## src/hdl/sxru_pkg.sv

```systemverilog
// Shared types and constants for the sysex ROM dump unpacker.
package sxru_pkg;

    localparam int DATA_W = 8;
    localparam int LEN_W = 12;
    localparam int CNT_W = 16;

    localparam int MAX_MESSAGE_LENGTH_DEF = 4095;

    localparam logic [LEN_W-1:0] MIN_LEN = 12'hFC;
    localparam int DATA_START = 10;
    localparam int GROUP = 5;

    localparam logic [DATA_W-1:0] HDR_BYTE1 = 8'h3E;
    localparam logic [DATA_W-1:0] HDR_BYTE3 = 8'h7F;
    localparam logic [DATA_W-1:0] HDR_DUMP_A = 8'h71;
    localparam logic [DATA_W-1:0] HDR_DUMP_B = 8'h72;
    localparam logic [DATA_W-1:0] HDR_DUMP_C = 8'h73;

    localparam logic KIND_ROM = 1'b0;
    localparam logic KIND_ERR = 1'b1;

    typedef struct packed {
        logic [DATA_W-1:0] data_byte;
        logic [LEN_W-1:0]  message_length;
        logic              first_of_message;
        logic              first_of_dump;
    } t_item;

    typedef struct packed {
        logic              advance;
    } t_in_ctrl;

endpackage

```

## src/hdl/sxru_in_stage.sv

```systemverilog
// Input register stage: holds one accepted byte until the unpack stage takes it.
module sxru_in_stage (
    input  logic             i_clk,
    input  logic             i_rst_n,
    input  logic             i_in_valid,
    output logic             o_in_stall,
    input  sxru_pkg::t_item  i_item,
    input  logic             i_advance,
    output sxru_pkg::t_in_ctrl o_ctrl,
    output sxru_pkg::t_item  o_item
);

    logic            r_valid;
    sxru_pkg::t_item r_item;

    assign o_in_stall = r_valid && !i_advance;
    assign o_ctrl.advance = r_valid && i_advance;
    assign o_item = r_item;

    always_ff @(posedge i_clk) begin
        if (!i_rst_n) begin
            r_valid <= 1'b0;
        end else if (!o_in_stall) begin
            r_valid <= i_in_valid;
        end
    end

    always_ff @(posedge i_clk) begin
        if (!o_in_stall && i_in_valid) begin
            r_item <= i_item;
        end
    end

endmodule

```

## src/hdl/sxru_unpack.sv

```systemverilog
// Header checks, block counter sequencing, LSB unpacking and result register.
module sxru_unpack #(
    parameter int MAX_MESSAGE_LENGTH = sxru_pkg::MAX_MESSAGE_LENGTH_DEF
) (
    input  logic                        i_clk,
    input  logic                        i_rst_n,
    input  sxru_pkg::t_in_ctrl          i_ctrl,
    input  sxru_pkg::t_item             i_item,
    output logic                        o_free,
    output logic                        o_out_valid,
    input  logic                        i_out_stall,
    output logic [sxru_pkg::DATA_W-1:0] o_rom_byte,
    output logic                        o_result_kind
);

    localparam int PW = $clog2(MAX_MESSAGE_LENGTH + 1);
    localparam int CW = ((PW > sxru_pkg::LEN_W) ? PW : sxru_pkg::LEN_W) + 1;
    localparam logic [PW-1:0] POS_MAX = PW'(MAX_MESSAGE_LENGTH);

    logic [PW-1:0]                r_pos, n_pos;
    logic [2:0]                   r_off, n_off;
    logic [PW-1:0]                r_start, n_start;
    logic                         r_acc, n_acc;
    logic [sxru_pkg::DATA_W-1:0]  r_cnt_hi, n_cnt_hi;
    logic [sxru_pkg::CNT_W-1:0]   r_expect, n_expect;
    logic [sxru_pkg::DATA_W-1:0]  r_lsb, n_lsb;
    logic                         r_failed, n_failed;
    logic                         r_out_valid, n_out_valid;
    logic [sxru_pkg::DATA_W-1:0]  r_rom, n_rom;
    logic                         r_kind, n_kind;

    logic [PW-1:0]                p;
    logic [PW-1:0]                p_inc;
    logic [sxru_pkg::DATA_W-1:0]  b;
    logic [sxru_pkg::LEN_W-1:0]   len;
    logic                         failed_now;
    logic [14:0]                  counter;
    logic [1:0]                   off_m1;
    logic                         grp_ok;

    assign o_free = !r_out_valid || !i_out_stall;
    assign o_out_valid = r_out_valid;
    assign o_rom_byte = r_rom;
    assign o_result_kind = r_kind;

    always_comb begin
        b = i_item.data_byte;
        len = i_item.message_length;
        p = (i_item.first_of_message || i_item.first_of_dump) ? '0 : r_pos;
        p_inc = p + PW'(1);
        failed_now = i_item.first_of_dump ? 1'b0 : r_failed;
        counter = {r_cnt_hi, 7'b0} | {7'b0, b};
        off_m1 = r_off[1:0] - 2'd1;
        grp_ok = (CW'(r_start) + CW'(sxru_pkg::GROUP)) < CW'(len);

        n_pos = r_pos;
        n_off = r_off;
        n_start = r_start;
        n_acc = r_acc;
        n_cnt_hi = r_cnt_hi;
        n_expect = r_expect;
        n_lsb = r_lsb;
        n_failed = r_failed;
        n_out_valid = r_out_valid && i_out_stall;
        n_rom = r_rom;
        n_kind = r_kind;

        if (i_ctrl.advance) begin
            n_out_valid = 1'b0;
            n_failed = failed_now;
            n_expect = i_item.first_of_dump ? sxru_pkg::CNT_W'(1) : r_expect;

            // position and group tracking
            if (p < POS_MAX) begin
                n_pos = p_inc;
                if (p_inc == PW'(sxru_pkg::DATA_START)) begin
                    n_off = 3'd0;
                    n_start = p_inc;
                end else if (p_inc > PW'(sxru_pkg::DATA_START)) begin
                    if (r_off == 3'(sxru_pkg::GROUP - 1)) begin
                        n_off = 3'd0;
                        n_start = p_inc;
                    end else begin
                        n_off = r_off + 3'd1;
                    end
                end
            end else begin
                n_pos = POS_MAX;
            end

            if (!failed_now) begin
                priority if (p == PW'(0)) begin
                    n_acc = (len >= sxru_pkg::MIN_LEN);
                end else if (p == PW'(1)) begin
                    if (b != sxru_pkg::HDR_BYTE1) n_acc = 1'b0;
                end else if (p == PW'(3)) begin
                    if (b != sxru_pkg::HDR_BYTE3) n_acc = 1'b0;
                end else if (p == PW'(4)) begin
                    if (b != sxru_pkg::HDR_DUMP_A && b != sxru_pkg::HDR_DUMP_B &&
                        b != sxru_pkg::HDR_DUMP_C) n_acc = 1'b0;
                end else if (p == PW'(6)) begin
                    n_cnt_hi = b;
                end else if (p == PW'(7)) begin
                    if (r_acc && len >= sxru_pkg::MIN_LEN) begin
                        if (sxru_pkg::CNT_W'(counter) != n_expect && counter != 15'd1) begin
                            n_failed = 1'b1;
                            n_acc = 1'b0;
                            n_out_valid = 1'b1;
                            n_rom = '0;
                            n_kind = sxru_pkg::KIND_ERR;
                        end else begin
                            n_expect = sxru_pkg::CNT_W'(counter) + sxru_pkg::CNT_W'(1);
                        end
                    end else begin
                        n_acc = 1'b0;
                    end
                end else if (p >= PW'(sxru_pkg::DATA_START) && r_acc && grp_ok) begin
                    if (r_off == 3'd0) begin
                        n_lsb = b;
                    end else begin
                        n_out_valid = 1'b1;
                        n_rom = {b[6:0], r_lsb[off_m1]};
                        n_kind = sxru_pkg::KIND_ROM;
                    end
                end else begin
                    n_acc = r_acc;
                end
            end
        end
    end

    always_ff @(posedge i_clk) begin
        if (!i_rst_n) begin
            r_pos <= '0;
            r_off <= '0;
            r_start <= '0;
            r_acc <= 1'b0;
            r_cnt_hi <= '0;
            r_expect <= sxru_pkg::CNT_W'(1);
            r_lsb <= '0;
            r_failed <= 1'b0;
            r_out_valid <= 1'b0;
        end else begin
            r_pos <= n_pos;
            r_off <= n_off;
            r_start <= n_start;
            r_acc <= n_acc;
            r_cnt_hi <= n_cnt_hi;
            r_expect <= n_expect;
            r_lsb <= n_lsb;
            r_failed <= n_failed;
            r_out_valid <= n_out_valid;
        end
    end

    always_ff @(posedge i_clk) begin
        r_rom <= n_rom;
        r_kind <= n_kind;
    end

`ifndef SYNTHESIS
    a_err_zero: assert property (@(posedge i_clk) disable iff (!i_rst_n)
        (r_out_valid && r_kind == sxru_pkg::KIND_ERR) |-> (r_rom == '0))
        else $error("error result carries nonzero byte");

    a_err_failed: assert property (@(posedge i_clk) disable iff (!i_rst_n)
        (r_out_valid && r_kind == sxru_pkg::KIND_ERR) |-> r_failed)
        else $error("error result without failed dump");

    a_pos_max: assert property (@(posedge i_clk) disable iff (!i_rst_n)
        r_pos <= POS_MAX)
        else $error("byte position beyond saturation");

    a_off_range: assert property (@(posedge i_clk) disable iff (!i_rst_n)
        r_off < 3'(sxru_pkg::GROUP))
        else $error("group offset out of range");

    a_hold: assert property (@(posedge i_clk) disable iff (!i_rst_n)
        (r_out_valid && i_out_stall) |=> (r_out_valid && $stable(r_rom) && $stable(r_kind)))
        else $error("stalled result changed");
`endif

endmodule

```

## src/hdl/sysex_rom_dump_unpacker_core.sv

```systemverilog
// Top level of the sysex ROM dump unpacker.
//
//  channel  direction  handshake                payload
//  in       input      i_in_valid / o_in_stall  i_data_byte, i_message_length,
//                                               i_first_of_message, i_first_of_dump
//  out      output     o_out_valid / i_out_stall o_rom_byte, o_result_kind
//
// One byte per cycle sustained while the output does not stall; a byte's result
// passes the input register, then the result register, around the unpack logic.
// Synchronous active-low reset clears position, header state, expected counter (to 1).
// A stalled result holds the result register; the input register still takes one byte.
module sysex_rom_dump_unpacker_core #(
    parameter int MAX_MESSAGE_LENGTH = sxru_pkg::MAX_MESSAGE_LENGTH_DEF
) (
    input  logic                        i_clk,
    input  logic                        i_rst_n,
    input  logic                        i_in_valid,
    output logic                        o_in_stall,
    input  logic [sxru_pkg::DATA_W-1:0] i_data_byte,
    input  logic [sxru_pkg::LEN_W-1:0]  i_message_length,
    input  logic                        i_first_of_message,
    input  logic                        i_first_of_dump,
    output logic                        o_out_valid,
    input  logic                        i_out_stall,
    output logic [sxru_pkg::DATA_W-1:0] o_rom_byte,
    output logic                        o_result_kind
);

    sxru_pkg::t_item    in_item;
    sxru_pkg::t_item    st_item;
    sxru_pkg::t_in_ctrl st_ctrl;
    logic               unpack_free;

    assign in_item.data_byte = i_data_byte;
    assign in_item.message_length = i_message_length;
    assign in_item.first_of_message = i_first_of_message;
    assign in_item.first_of_dump = i_first_of_dump;

    sxru_in_stage u_in (
        .i_clk      (i_clk),
        .i_rst_n    (i_rst_n),
        .i_in_valid (i_in_valid),
        .o_in_stall (o_in_stall),
        .i_item     (in_item),
        .i_advance  (unpack_free),
        .o_ctrl     (st_ctrl),
        .o_item     (st_item)
    );

    sxru_unpack #(
        .MAX_MESSAGE_LENGTH (MAX_MESSAGE_LENGTH)
    ) u_unpack (
        .i_clk         (i_clk),
        .i_rst_n       (i_rst_n),
        .i_ctrl        (st_ctrl),
        .i_item        (st_item),
        .o_free        (unpack_free),
        .o_out_valid   (o_out_valid),
        .i_out_stall   (i_out_stall),
        .o_rom_byte    (o_rom_byte),
        .o_result_kind (o_result_kind)
    );

endmodule

```

## config.mk

```make
export PLATFORM = sky130hd
export DESIGN_NAME = sysex_rom_dump_unpacker_core
export DESIGN_NICKNAME = d
export VERILOG_FILES = /design/src/hdl/sxru_pkg.sv /design/src/hdl/sxru_in_stage.sv /design/src/hdl/sxru_unpack.sv /design/src/hdl/sysex_rom_dump_unpacker_core.sv
export SDC_FILE = /design/constraint.sdc
export NUM_CORES = 1
export LEC_CHECK = 0
export BUFFER_PORTS_ARGS = -buffer_cell sky130_fd_sc_hd__buf_2
export CORE_ASPECT_RATIO = 0.9
export CORE_MARGIN = 10
export CORE_UTILIZATION = 41
export DETAILED_ROUTE_END_ITERATION = 6
export GPL_TIMING_DRIVEN = 0
export SLEW_MARGIN = 5
export SYNTH_ARGS = -nofsm -noshare
export SYNTH_HDL_FRONTEND = slang
export SYNTH_HIERARCHICAL = 1
export SYNTH_SLANG_ARGS = --single-unit
```

## constraint.sdc

```tcl
create_clock -name i_clk -period 5.1 [get_ports i_clk]
set_clock_uncertainty 0.15 [all_clocks]
set_input_delay 0 -clock i_clk [delete_from_list [all_inputs] [get_ports i_clk]]
set_output_delay 0 -clock i_clk [all_outputs]
set_load 0.05 [all_outputs]
```

==> run summary <==
Status: complete, no violations
First-pass GRT wire length: 26200 µm
H-tree levels: 3
Dpl hpwl: 12100 µm
Sequential standard cell area: 2110 µm²
CP dominant cell by count: buf_2
Clock share of power: 38.9%
Syn Area/Cell: 8.92 µm²
RSZ-0062 raised after global routing: false
I/O pins: 37
Leakage Power: 2.39 nW
Number of synthesized flops with an enable pin: 31
Critical Path AT: 4480 ps
Post-route minimum period: 4360 ps
Rows: 40
Power Dens Cells: 243 nW/µm²
Ys async rst share: 0%
Vias in the first global route: 4865
Final Core Density: 49.2%
# setup viols final: 0
Initial core utilization: 42.2%
CP required: 5220 ps
Die width: 144 µm
Buffers added on ports: 36
Net Sw Frac: 27.1%
Routed WL per cell: 18.7 µm
Post-Syn Nets: 685
Gp weighted congestion: 1.02
Number of fill cells: 1237
Clk buf depth: 2
Final Cycle Share: 85.5%
Startpoint type of the worst setup path: flip-flop
Cell variety after synth: 84
CTS root buf: clkbuf_16
Crit path cell chain: buf_2 > nor2_1 > clkbuf_1 > and2_1 > ha_1 > buf_2 > nand3_1 > or3_1 > buf_2 > mux2i_1 > nand2_1 > a31oi_2 > a21oi_1 > a211oi_2
Nets@finish: 759
Worst Hold Class: in -> reg
Max_cap viols: 0
Via Count: 5168
Psw: 0.000436 W
Antenna diode count: 0
Slew headroom: 40.9%
VDD IR max: 0.268 mV
FF+latch count, synth: 90
Clk sinks: 90
Crit end category: flip-flop
Final hold violations: 0
Num CTS Buffers: 9
Core Area: 13500 µm²
Grt ovf: 0
Placed Area: 6090 µm²
Slew @ Worst Pin: 864 ps
Worst hold slack: 215 ps
Crit Path Max Fanout: 10
Area contributors post-synth: dfxtp_1 (21%), edfxtp_1 (16%), ha_1 (4.8%)
Post-Syn Area: 5680 µm²
Crit path max-delay family: simple AND/OR/NAND/NOR gates
CP peak stage delay: 540 ps
YS warnings: 6
Clock transition at path regs: 80 ps
Sequential share of power: 48.7%
Biggest area consumer among synthesized cells: dfxtp_1
Setup slack after layout: 740 ps
Setup TNS: 0 ps
Combinational share of power: 12.4%
DR DRC count: 0
Die area: 19000 µm²
Commonest non-fill, non-tap cell in the layout: nor2_1
Initial DRC Count: 494
CP max stage cell: edfxtp_1
Critical path class: reg -> reg
Slew Viols, Final: 0
CTS tree: yes
DRT Pass-1 Iters: 7
Post-Syn Instances: 637
Dpl ws: 826 ps
Largest net degree at the start of global routing: 21
Post-synth top flop: dfxtp_1
Routed Antenna Nets: 0
Postcts setup bufs: 0
Synth-to-Final Area Change: 16.7%
Pint: 0.00117 W
Gr usage total: 17.3%
Vias per cell: 5.85
Crit path buffers/inverters: 4
Final WL: 16500 µm
Most frequent cells in the layout: nor2_1 (61), dfxtp_1 (59), nand2_1 (54)
Worst-skew pair later-pin latency: 350 ps
Share of layout cells above drive strength 1: 14.4%
Fmax: 229 MHz
Resized Gates After CTS: 0
Synth top area share: 20.8%
Post-cts hold buffer count: 26
Seq/Total Area, Yosys: 37.2%
Multi-input gate area: 3190 µm²
Antenna violations before repair: 0
Chip height: 132 µm
Final Cell Area: 6630 µm²
worst reg2reg max path: cells and delay by family (launching register included):
kind,cells,cell delay [ps]
mux,1,230
compound gates,3,820
flops,1,540
buf+inv,4,1090
simple gates,5,1240
fa+ha+maj,1,220
per-layer routing:
metal	GRT usage (%)	vias up	share of wire (%)	wire length, µm
li1	-	2468	-	-
met2	23.9	206	42	6960
met3	5.19	24	8.8	1460
met5	0	-	0	0
met1	25.0	2470	47	7840
met4	4.76	0	1.7	279
sequential cells by signal (all words and copies together), names as in the netlist:
register and flops:
u_in/o_item 22, u_unpack/r_expect 16, u_unpack/r_pos 12, u_unpack/r_start 12
u_unpack/o_rom_byte 8, u_unpack/r_cnt_hi 8, u_unpack/r_lsb 4, u_unpack/r_off 3
u_in/r_valid 1, u_unpack/o_out_valid 1, u_unpack/o_result_kind 1, u_unpack/r_acc 1
u_unpack/r_failed 1
cell families after synthesis:
logic type,synth area share [%]
compound gates,20.8
simple gates,20.9
flops,37.2
mux,3.77
fa+ha+maj,4.85
xor+xnor,5.88
buf+inv,6.61
stage by stage:
stage          total power (W)  cells
6_report               0.00161    884
5_1_grt                0.00168    884
4_1_cts                0.00162    884
3_5_place_dp          0.000979    842
3_3_place_gp          0.000976    841
2_1_floorplan         0.000914    637
final cells by class:
| class | instances | share of cell area (%) |
|---|---|---|
| well taps | 168 | 3.17 |
| clock inverters | 7 | 0.793 |
| multi-input cells | 459 | 48.2 |
| plain buffers | 45 | 3.23 |
| inverters | 43 | 2.44 |
| flip-flops and latches | 90 | 31.9 |
| clock buffers | 9 | 3.40 |
| repair buffers | 63 | 6.87 |
power by group through the flow:
stage	registers [W]	logic, W	clock network (W)
global route	0.000786	0.000217	0.000674
finish	0.000783	0.000200	0.000626
global placement	0.000799	0.000177	0
detailed placement	0.000799	0.000180	0
CTS	0.000783	0.000196	0.000645
floorplan	0.000791	0.000122	0
synthesized netlist by cell type (all sizes together) (11+ instances only):
| cell | instances |
|---|---|
| nor2 | 62 |
| dfxtp | 59 |
| nand2 | 55 |
| inv | 43 |
| o21ai | 38 |
| edfxtp | 31 |
| nand3 | 30 |
| clkbuf | 27 |
| xnor2 | 27 |
| a21oi | 24 |
| ha | 22 |
| buf | 18 |
| mux2i | 18 |
| nor3 | 14 |
| a31oi | 12 |
| o32a | 12 |
| o41a | 11 |
path summary, 6_finish.rpt:
| check | cells past startpoint | slack, ps | to | start |
|---|---|---|---|---|
| max | 14 | 740 | u_unpack/r_start[2] | u_in/o_item[0] |
| min | 2 | 210 | u_in/o_item[17] | i_data_byte[3] |
| max reg2reg | 14 | 740 | u_unpack/r_start[2] | u_in/o_item[0] |
| min reg2reg | 2 | 340 | u_unpack/r_off[1] | u_unpack/r_off[1] |
Note: power is estimated with default switching activity, not from simulation.
